File: src/design/gbrag_pkg.sv
// Shared types and constants for the GB2312 glyph row address generator.
package gbrag_pkg;

	localparam int SCREEN_PIXELS_WIDE_DEF = 256;
	localparam int QUEUE_DEPTH_DEF        = 2;

	localparam int GLYPH_ROWS = 12;
	localparam int ROW_CNT_W  = 4;

	localparam int COLUMN_W = 8;
	localparam int ROW_W    = 16;
	localparam int ADDR_W   = 18;
	localparam int COLOR_W  = 16;
	localparam int BASE_W   = 14;

	localparam logic [7:0] NEWLINE_BYTE = 8'h0A;
	localparam logic [7:0] LEAD_MIN     = 8'h80;
	localparam logic [7:0] GB_CELL_MIN  = 8'hA1;
	// first lead of the high area; its zones follow the nine low ones
	localparam logic [7:0] GB_ZONE2_LEAD = 8'hB0;
	// lead - 0xA7 is 9+(lead-0xB0), the zone of a high area lead
	localparam logic [7:0] GB_ZONE_BIAS = 8'hA7;
	localparam logic [6:0] GB_ZONE_CELLS = 7'd94;

	localparam logic [COLUMN_W-1:0] ASCII_ADVANCE = 8'd6;
	localparam logic [COLUMN_W-1:0] HANZI_ADVANCE = 8'd12;
	localparam logic [ROW_W-1:0]    LINE_ADVANCE  = 16'd12;

	localparam logic FONT_ASCII = 1'b0;
	localparam logic FONT_HANZI = 1'b1;

	localparam logic [2:0] REG_DRAW_COLOR = 3'd0;

	// one glyph to draw: base is the ASCII code or the hanzi glyph index
	typedef struct packed {
		logic                screen;
		logic                kind;
		logic [BASE_W-1:0]   base;
		logic [ROW_W-1:0]    row;
		logic [COLUMN_W-1:0] column;
	} job_t;

endpackage

File: src/design/gbrag_fifo.sv
// Small FIFO that carries glyph jobs from the classifier to the row sequencer.
module gbrag_fifo #(
	parameter int WIDTH = 8,
	parameter int DEPTH = 2
) (
	input  logic             clk,
	input  logic             arst_n,
	input  logic             push,
	input  logic [WIDTH-1:0] wr_data,
	output logic             full,
	input  logic             pop,
	output logic             rd_valid,
	output logic [WIDTH-1:0] rd_data
);
	localparam int PTR_W = (DEPTH > 1) ? $clog2(DEPTH) : 1;
	localparam int CNT_W = $clog2(DEPTH + 1);

	logic [WIDTH-1:0] mem_q [DEPTH];
	logic [PTR_W-1:0] wr_ptr_q;
	logic [PTR_W-1:0] rd_ptr_q;
	logic [CNT_W-1:0] count_q;
	logic             do_push;
	logic             do_pop;

	assign full     = (count_q == CNT_W'(DEPTH));
	assign rd_valid = (count_q != '0);
	assign rd_data  = mem_q[rd_ptr_q];
	assign do_push  = push && !full;
	assign do_pop   = pop && rd_valid;

	always_ff @(posedge clk) begin
		if (do_push) begin
			mem_q[wr_ptr_q] <= wr_data;
		end
	end

	always_ff @(posedge clk or negedge arst_n) begin
		if (!arst_n) begin
			wr_ptr_q <= '0;
			rd_ptr_q <= '0;
			count_q  <= '0;
		end else begin
			if (do_push) begin
				wr_ptr_q <= (wr_ptr_q == PTR_W'(DEPTH - 1)) ? '0 : wr_ptr_q + 1'b1;
			end
			if (do_pop) begin
				rd_ptr_q <= (rd_ptr_q == PTR_W'(DEPTH - 1)) ? '0 : rd_ptr_q + 1'b1;
			end
			case ({do_push, do_pop})
				2'b10:   count_q <= count_q + 1'b1;
				2'b01:   count_q <= count_q - 1'b1;
				default: count_q <= count_q;
			endcase
		end
	end

endmodule

File: src/design/gbrag_front.sv
// Front end: per-screen cursors, byte classification and glyph job building.
module gbrag_front #(
	parameter int SCREEN_PIXELS_WIDE = gbrag_pkg::SCREEN_PIXELS_WIDE_DEF
) (
	input  logic              clk,
	input  logic              arst_n,
	input  logic              in_valid,
	output logic              in_stall,
	input  logic [7:0]        char_byte,
	input  logic              screen_select,
	input  logic              job_full,
	output logic              job_push,
	output gbrag_pkg::job_t   job
);
	localparam logic [8:0] ASCII_WRAP = 9'(SCREEN_PIXELS_WIDE - 6);
	localparam logic [8:0] HANZI_WRAP = 9'(SCREEN_PIXELS_WIDE - 12);

	logic [gbrag_pkg::COLUMN_W-1:0] col_q [2];
	logic [gbrag_pkg::ROW_W-1:0]    row_q [2];
	logic [7:0]                     lead_q [2];
	logic [1:0]                     pend_q;

	logic                           accept;
	logic                           pend;
	logic [7:0]                     lead;
	logic [gbrag_pkg::COLUMN_W-1:0] col;
	logic [gbrag_pkg::ROW_W-1:0]    row;
	logic                           is_hanzi;
	logic                           is_newline;
	logic                           is_ascii;
	logic                           is_lead;
	logic                           wrap;
	logic [gbrag_pkg::COLUMN_W-1:0] col_w;
	logic [gbrag_pkg::ROW_W-1:0]    row_w;
	logic [gbrag_pkg::COLUMN_W-1:0] col_next;
	logic [gbrag_pkg::ROW_W-1:0]    row_next;
	logic                           emit;
	logic [6:0]                     zone;
	logic [6:0]                     trail_idx;
	logic [gbrag_pkg::BASE_W-1:0]   glyph;

	assign in_stall = job_full;
	assign accept   = in_valid && !in_stall;

	assign pend = pend_q[screen_select];
	assign lead = lead_q[screen_select];
	assign col  = col_q[screen_select];
	assign row  = row_q[screen_select];

	always_comb begin
		is_hanzi   = pend;
		is_newline = !pend && (char_byte == gbrag_pkg::NEWLINE_BYTE);
		is_lead    = !pend && (char_byte >= gbrag_pkg::LEAD_MIN);
		is_ascii   = !pend && !is_newline && !is_lead;

		if (is_hanzi) begin
			wrap = ({1'b0, col} >= HANZI_WRAP);
		end else if (is_ascii) begin
			wrap = ({1'b0, col} >= ASCII_WRAP);
		end else begin
			wrap = 1'b0;
		end
		col_w = wrap ? '0 : col;
		row_w = wrap ? row + gbrag_pkg::LINE_ADVANCE : row;

		if (is_newline) begin
			col_next = '0;
			row_next = row + gbrag_pkg::LINE_ADVANCE;
		end else if (is_hanzi) begin
			col_next = col_w + gbrag_pkg::HANZI_ADVANCE;
			row_next = row_w;
		end else if (is_ascii) begin
			col_next = col_w + gbrag_pkg::ASCII_ADVANCE;
			row_next = row_w;
		end else begin
			col_next = col;
			row_next = row;
		end

		// codes with either half below 0xA1 are outside the font: advance only
		emit = is_ascii || (is_hanzi && (lead >= gbrag_pkg::GB_CELL_MIN)
			&& (char_byte >= gbrag_pkg::GB_CELL_MIN));

		// low area leads count from 0xA1, high area leads continue after nine zones
		zone      = (lead < gbrag_pkg::GB_ZONE2_LEAD) ? 7'(lead - gbrag_pkg::GB_CELL_MIN)
			: 7'(lead - gbrag_pkg::GB_ZONE_BIAS);
		trail_idx = 7'(char_byte - gbrag_pkg::GB_CELL_MIN);
		glyph     = gbrag_pkg::BASE_W'(zone) * gbrag_pkg::BASE_W'(gbrag_pkg::GB_ZONE_CELLS)
			+ gbrag_pkg::BASE_W'(trail_idx);

		job.screen = screen_select;
		job.kind   = is_hanzi ? gbrag_pkg::FONT_HANZI : gbrag_pkg::FONT_ASCII;
		job.base   = is_hanzi ? glyph : gbrag_pkg::BASE_W'(char_byte[6:0]);
		job.row    = row_w;
		job.column = col_w;
	end

	assign job_push = accept && emit;

	always_ff @(posedge clk or negedge arst_n) begin
		if (!arst_n) begin
			col_q[0]  <= '0;
			col_q[1]  <= '0;
			row_q[0]  <= '0;
			row_q[1]  <= '0;
			lead_q[0] <= '0;
			lead_q[1] <= '0;
			pend_q    <= '0;
		end else if (accept) begin
			col_q[screen_select] <= col_next;
			row_q[screen_select] <= row_next;
			if (is_lead) begin
				lead_q[screen_select] <= char_byte;
				pend_q[screen_select] <= 1'b1;
			end else begin
				pend_q[screen_select] <= 1'b0;
			end
		end
	end

endmodule

File: src/design/gbrag_back.sv
// Back end: steps through the twelve rows of a glyph job into an output register.
module gbrag_back (
	input  logic                          clk,
	input  logic                          arst_n,
	input  logic                          job_valid,
	input  gbrag_pkg::job_t               job,
	output logic                          job_pop,
	input  logic [gbrag_pkg::COLOR_W-1:0] draw_color,
	output logic                          out_valid,
	input  logic                          out_stall,
	output logic                          target_screen,
	output logic                          font_kind,
	output logic [17:0]                   font_address,
	output logic [15:0]                   screen_row,
	output logic [7:0]                    screen_column,
	output logic [15:0]                   pixel_color,
	output logic                          last_row
);
	logic                            busy_q;
	logic [gbrag_pkg::ROW_CNT_W-1:0] cnt_q;
	logic [gbrag_pkg::ADDR_W-1:0]    addr_q;
	logic [gbrag_pkg::ROW_W-1:0]     row_q;
	logic [gbrag_pkg::COLUMN_W-1:0]  col_q;
	logic                            screen_q;
	logic                            kind_q;
	logic                            out_valid_q;

	logic                            advance;
	logic                            last;
	logic [gbrag_pkg::ADDR_W-1:0]    base_ext;
	logic [gbrag_pkg::ADDR_W-1:0]    addr_x12;
	logic [gbrag_pkg::ADDR_W-1:0]    addr_first;

	assign advance = busy_q && (!out_valid_q || !out_stall);
	assign last    = (cnt_q == gbrag_pkg::ROW_CNT_W'(gbrag_pkg::GLYPH_ROWS - 1));
	// next job loads as the last row of the current one leaves: no bubble
	assign job_pop = job_valid && (!busy_q || (advance && last));

	// ASCII rows are 1 byte (c*12), hanzi rows 2 bytes (glyph*24)
	assign base_ext   = gbrag_pkg::ADDR_W'(job.base);
	assign addr_x12   = (base_ext << 3) + (base_ext << 2);
	assign addr_first = (job.kind == gbrag_pkg::FONT_HANZI) ? (addr_x12 << 1) : addr_x12;

	always_ff @(posedge clk or negedge arst_n) begin
		if (!arst_n) begin
			busy_q <= 1'b0;
			cnt_q  <= '0;
		end else if (job_pop) begin
			busy_q <= 1'b1;
			cnt_q  <= '0;
		end else if (advance) begin
			cnt_q <= cnt_q + 1'b1;
			if (last) begin
				busy_q <= 1'b0;
			end
		end
	end

	always_ff @(posedge clk) begin
		if (job_pop) begin
			addr_q   <= addr_first;
			row_q    <= job.row;
			col_q    <= job.column;
			screen_q <= job.screen;
			kind_q   <= job.kind;
		end else if (advance) begin
			addr_q <= addr_q + ((kind_q == gbrag_pkg::FONT_HANZI) ? 18'd2 : 18'd1);
			row_q  <= row_q + 1'b1;
		end
	end

	always_ff @(posedge clk or negedge arst_n) begin
		if (!arst_n) begin
			out_valid_q <= 1'b0;
		end else if (advance) begin
			out_valid_q <= 1'b1;
		end else if (!out_stall) begin
			out_valid_q <= 1'b0;
		end
	end

	always_ff @(posedge clk) begin
		if (advance) begin
			target_screen <= screen_q;
			font_kind     <= kind_q;
			font_address  <= addr_q;
			screen_row    <= row_q;
			screen_column <= col_q;
			pixel_color   <= draw_color;
			last_row      <= last;
		end
	end

	assign out_valid = out_valid_q;

endmodule

File: src/design/gb2312_glyph_row_address_generator_unit.sv
// Top level of the GB2312 glyph row address generator: config port, front, queue, back.
//
// Text bytes for two screens go in one a cycle while the job queue has room; each
// screen keeps its own cursor and pending lead byte. A newline, a held lead byte or
// a GB2312 code outside the font gives no beat. A drawn ASCII character or hanzi
// gives twelve row beats, one a cycle from the row sequencer while the output is not
// stalled; consecutive glyphs follow with no gap. Register 0 (byte address 0) holds
// the 16-bit draw color, reset 0xFFFF; write it only while no beat is pending.
module gb2312_glyph_row_address_generator_unit #(
	parameter int SCREEN_PIXELS_WIDE = gbrag_pkg::SCREEN_PIXELS_WIDE_DEF,
	parameter int QUEUE_DEPTH        = gbrag_pkg::QUEUE_DEPTH_DEF
) (
	input  logic        clk,
	input  logic        arst_n,
	input  logic        psel,
	input  logic        penable,
	input  logic        pwrite,
	input  logic [2:0]  paddr,
	input  logic [31:0] pwdata,
	output logic [31:0] prdata,
	output logic        pready,
	input  logic        in_valid,
	output logic        in_stall,
	input  logic [7:0]  char_byte,
	input  logic        screen_select,
	output logic        out_valid,
	input  logic        out_stall,
	output logic        target_screen,
	output logic        font_kind,
	output logic [17:0] font_address,
	output logic [15:0] screen_row,
	output logic [7:0]  screen_column,
	output logic [15:0] pixel_color,
	output logic        last_row
);
	logic [gbrag_pkg::COLOR_W-1:0] draw_color_q;
	logic                          reg_hit;
	logic                          job_push;
	logic                          job_full;
	logic                          job_pop;
	logic                          job_valid;
	gbrag_pkg::job_t               job_in;
	gbrag_pkg::job_t               job_out;

	assign pready  = 1'b1;
	assign reg_hit = ({paddr[2], 2'b00} == gbrag_pkg::REG_DRAW_COLOR);
	assign prdata  = reg_hit ? {16'd0, draw_color_q} : 32'd0;

	always_ff @(posedge clk or negedge arst_n) begin
		if (!arst_n) begin
			draw_color_q <= 16'hFFFF;
		end else if (psel && penable && pwrite && pready && reg_hit) begin
			draw_color_q <= pwdata[15:0];
		end
	end

	gbrag_front #(
		.SCREEN_PIXELS_WIDE(SCREEN_PIXELS_WIDE)
	) u_front (
		.clk          (clk),
		.arst_n       (arst_n),
		.in_valid     (in_valid),
		.in_stall     (in_stall),
		.char_byte    (char_byte),
		.screen_select(screen_select),
		.job_full     (job_full),
		.job_push     (job_push),
		.job          (job_in)
	);

	gbrag_fifo #(
		.WIDTH($bits(gbrag_pkg::job_t)),
		.DEPTH(QUEUE_DEPTH)
	) u_queue (
		.clk     (clk),
		.arst_n  (arst_n),
		.push    (job_push),
		.wr_data (job_in),
		.full    (job_full),
		.pop     (job_pop),
		.rd_valid(job_valid),
		.rd_data (job_out)
	);

	gbrag_back u_back (
		.clk          (clk),
		.arst_n       (arst_n),
		.job_valid    (job_valid),
		.job          (job_out),
		.job_pop      (job_pop),
		.draw_color   (draw_color_q),
		.out_valid    (out_valid),
		.out_stall    (out_stall),
		.target_screen(target_screen),
		.font_kind    (font_kind),
		.font_address (font_address),
		.screen_row   (screen_row),
		.screen_column(screen_column),
		.pixel_color  (pixel_color),
		.last_row     (last_row)
	);

endmodule
File: config.mk
export PLATFORM = sky130hd
export DESIGN_NAME = gb2312_glyph_row_address_generator_unit
export DESIGN_NICKNAME = d
export VERILOG_FILES = /design/src/design/gbrag_pkg.sv /design/src/design/gbrag_fifo.sv /design/src/design/gbrag_front.sv /design/src/design/gbrag_back.sv /design/src/design/gb2312_glyph_row_address_generator_unit.sv
export SDC_FILE = /design/constraint.sdc
export NUM_CORES = 1
export LEC_CHECK = 0
export BUFFER_PORTS_ARGS = -buffer_cell sky130_fd_sc_hd__buf_2
export CAP_MARGIN = 20
export CELL_PAD_IN_SITES_DETAIL_PLACEMENT = 0
export CELL_PAD_IN_SITES_GLOBAL_PLACEMENT = 1
export CORE_MARGIN = 5
export CORE_UTILIZATION = 35
export DETAILED_ROUTE_END_ITERATION = 7
export GPL_ROUTABILITY_DRIVEN = 0
export PLACE_DENSITY_LB_ADDON = 0.15
export SETUP_SLACK_MARGIN = 0.4
export SLEW_MARGIN = 20
export SYNTH_ARGS = -nofsm -noshare
export SYNTH_HDL_FRONTEND = slang
export SYNTH_SLANG_ARGS = --single-unit
File: constraint.sdc
create_clock -name clk -period 5.4 [get_ports clk]
set_input_delay 1.08 -clock clk [delete_from_list [all_inputs] [get_ports clk]]
set_output_delay 1.08 -clock clk [all_outputs]
set_load 0.01 [all_outputs]
==> results.cfg <==
[placement]
dpl.hpwl_um = 21300
port-buffer-count = 111

[route]
viasPerCell = 4.68
ant_nets = 0
wl_per_cell_um = 15.1
drt_pass1_iterations = 4
drt-total-wl_um = 29700
route.detailed.drc = 0
dr.first_iter.drc_count = 430
via_count = 9191

[cells_and_area]
drive_gt1_share_pct = 29.8
diodes = 0
multi_input_area_um2 = 6550
area_delta_synth_final_pct = 22.6
final.fill_count = 3835
final-seq-area_um2 = 7880
finalCoreUtilization_pct = 43.4
nets = 1538

[yosys]
ys_async_sr_fraction_pct = 33.2
synth_compound_area_share_pct = 7.93
synth_ff_type = edfxtp_1
avgSynthCellArea_um2 = 12.0
ys_types = 66
synth_adder_area_share_pct = 7.66
syn-cell-area_um2 = 14500
yosys.area.top_type_share_pct = 38.4
synth-edff-count = 185
synth_top_family_by_area = simple AND/OR/NAND/NOR gates
synth.area.top_cells = edfxtp_1 (38%), dfrtp_1 (13%), ha_1 (5.4%)
muxShareOfSynthArea_pct = 8.57
ys_ff_latch = 277
synthCells = 1204
yosysSeqAreaShare_pct = 54.4
synthXorXnorAreaFrac_pct = 7.14
yosysTopAreaCell = edfxtp_1
synthSimpleGateAreaFrac_pct = 10.6
synth_top_cells_by_count = edfxtp_1 (185), nor2_1 (107), nand2_1 (78), dfrtp_1 (76), mux2_2 (70)
yosys_warnings = 0
synth.most_common_cell = edfxtp_1

[global_route]
antenna_found_initial = 0
grt_max_degree = 64
overflow = 0
grt.total_usage_pct = 12.8
grt_pass1_wl_um = 48000
grt_pass1_vias = 9192

[sta]
max_clock_freq_ghz = 0.180
maxSlewViolCount = 0
tightest_slew_ns = 0.897
rsz0062_at_grt = yes
final.setup.worst_slack_ns = -0.151
finalCritPeriodShare_pct = 103
hold_viol_final = 0
layout_min_cycle_time_ns = 5.55
setup_viol = 10
slew_headroom_pct = 39.9
fin_skew_ns = 0.0115

[clock_network]
cts-root-buf = clkbuf_16
clk_path_buf_depth = 3
cts_made_buffers = 31
cts_tree = built
clk_pin_slew_worst_paths_ns = 0.06
insertion_delay_ns = 0.58
cts.htree.levels = 1
cts.sinks = 277

[floorplan]
die_y_um = 213
row_count = 74
core_um2 = 40800
ios = 147
die_width_um = 213
initial_core_util_pct = 35.5
die-area_um2 = 45500

[worst_setup_path]
max_stage_delay_ns = 0.52
r2r_cells = 23
crit_type = in -> reg
cp-start-kind = input pin
path_buf_inv = 4
cp_num_cells = 24
cp_cell_sequence = buf_12 -> mux2i_4 -> o21ai_2 -> nand2_4 -> xnor2_4 -> ha_2 -> a21oi_2 -> o21ai_2 -> o21a_1 -> xor2_2 -> fa_1 -> inv_2 -> fa_2 -> fa_1 -> inv_2 -> ha_4 -> and3_4 -> a2111o_1 -> a21o_1 -> o2111ai_2 -> buf_4 -> nor4_2 -> or3_1 -> a21oi_2
worst_setup_path_end_kind = flop
critical_path.max_fanout = 8
path_delay_family = adder cells
cp-endpoint = u_queue.mem_q[1][37]$_DFFE_PP_
worstReg2RegStart = u_front.lead_q[12]$_DFFE_PN0P_
reg2reg_slack_ns = 0.20
cp_slowest_cell = fa_1
crit_path_start = screen_select
worst_r2r_endpoint = u_queue.mem_q[1][37]$_DFFE_PP_
required_ns = 5.83
arrival_ns = 5.98

[status]
violations = negative setup slack
outcome = complete, but fails checks

[job]
maxCapViolations = 0

[worst_hold_path]
worstHoldPathType = reg -> reg
==> per-layer routing <==
layer  vias to the layer above  GRT usage (%)  part of all wire [%]  wire, um
met5                         -              0                     0         0
met4                         0           2.92                   2.0       587
met3                        36           2.18                   4.8      1430
met2                       156           20.3                    44     13100
met1                      4340           18.6                    49     14600
li1                       4659              -                     -         -
==> state kept, by name, summed over array words and instances, names as in the netlist, 2 cells and up, named ones only <==
| register | count |
|---|---|
| u_back.cnt_q | 4 |
| draw_color_q | 16 |
| u_back.screen_row | 16 |
| u_back.screen_column | 8 |
| u_back.row_q | 16 |
| u_queue.mem_q | 80 |
| u_back.addr_q | 18 |
| u_front.lead_q | 16 |
| u_front.col_q | 16 |
| u_queue.count_q | 2 |
| u_front.row_q | 32 |
| u_back.col_q | 8 |
| u_back.font_address | 18 |
| u_back.pixel_color | 16 |
==> worst reg2reg max path: stages, from the launching register on <==
cell,delay [ns]
dfrtp_1,0.39
mux2i_4,0.09
o21ai_2,0.18
nand2_4,0.10
xnor2_4,0.14
ha_2,0.18
a21oi_2,0.14
o21ai_2,0.09
o21a_1,0.22
xor2_2,0.23
fa_1,0.45
inv_2,0.07
fa_2,0.43
fa_1,0.52
inv_2,0.04
ha_4,0.22
and3_4,0.18
a2111o_1,0.40
a21o_1,0.22
o2111ai_2,0.09
buf_4,0.15
nor4_2,0.03
or3_1,0.38
a21oi_2,0.14
==> worst min-delay path by stage <==
stage / startpoint / endpoint / slack (ns) / depth (start not counted)
after floorplan: u_back.col_q[0]$_DFFE_PP_ / u_back.screen_column[0]$_DFFE_PP_ / 0.40 / 0
after global placement: u_front.row_q[1]$_DFFE_PN0P_ / u_front.row_q[1]$_DFFE_PN0P_ / 0.36 / 0
after detailed placement: u_front.row_q[0]$_DFFE_PN0P_ / u_front.row_q[0]$_DFFE_PN0P_ / 0.36 / 0
after CTS: u_front.row_q[0]$_DFFE_PN0P_ / u_front.row_q[0]$_DFFE_PN0P_ / 0.38 / 0
after global routing: u_front.row_q[0]$_DFFE_PN0P_ / u_front.row_q[0]$_DFFE_PN0P_ / 0.38 / 0
final: u_front.row_q[1]$_DFFE_PN0P_ / u_front.row_q[1]$_DFFE_PN0P_ / 0.38 / 0
==> placed cells by master (no fill, tap or decap), drive strengths merged, types with 5 or more instances in the layout <==
cell	instances
or2	9
clkinv	8
dfrtp	76
buf	211
fa	16
and3	9
and2	8
nor3	16
ha	63
o21ai	31
a21o	10
nand2b	5
nand2	78
nor2b	37
mux2i	44
clkbuf	38
nand4	5
inv	62
edfxtp	185
dfstp	16
xnor2	56
nor2	107
a31oi	5
xor2	62
nand3	31
or3	8
o211ai	5
o21a	7
a21oi	64
a211oi	18
conb	17
mux2	70
==> cell families after synthesis <==
kind of cell | count (synthesis)
xor gates and xnor gates | 118
AOI/OAI and AO/OA | 177
other | 2
adders and majority gates | 79
DFF | 277
and+or+nand+nor | 325
buffers and inverters | 112
muxes | 114
==> stage by stage <==
step	setup TNS, ns	instances	setup WS (ns)	area (um^2)	hold WS [ns]
finish	-0.627	1965	-0.151	17700	0.376
global route	-2.99	1965	-0.310	17700	0.384
CTS	-0.585	1954	-0.168	17500	0.377
detailed placement	-14.53	1887	-1.07	16200	0.362
global placement	-12.94	1887	-0.987	16200	0.360
floorplan	-10.79	1219	-0.974	14700	0.400
==> final cells by class <==
| type | count | area share [%] |
|---|---|---|
| Clock buffer | 38 | 4.70 |
| Clock inverter | 20 | 1.33 |
| Inverter | 57 | 1.21 |
| Multi-Input combinational cell | 830 | 36.9 |
| Sequential cell | 277 | 44.4 |
| Tap cell | 532 | 3.75 |
| Timing Repair Buffer | 211 | 7.67 |
==> timing repair <==
action | CTS | global route
gates resized for setup | 20 | 38
endpoints found under the setup margin | 18 | 18
pin swaps | 23 | 41
hold buffers | 0 | 0
buffers inserted | 9 | 11
Power is left out: the tool's default activity adds up to more than one toggle a clock period on the data nets, which glitch-free logic cannot reach.
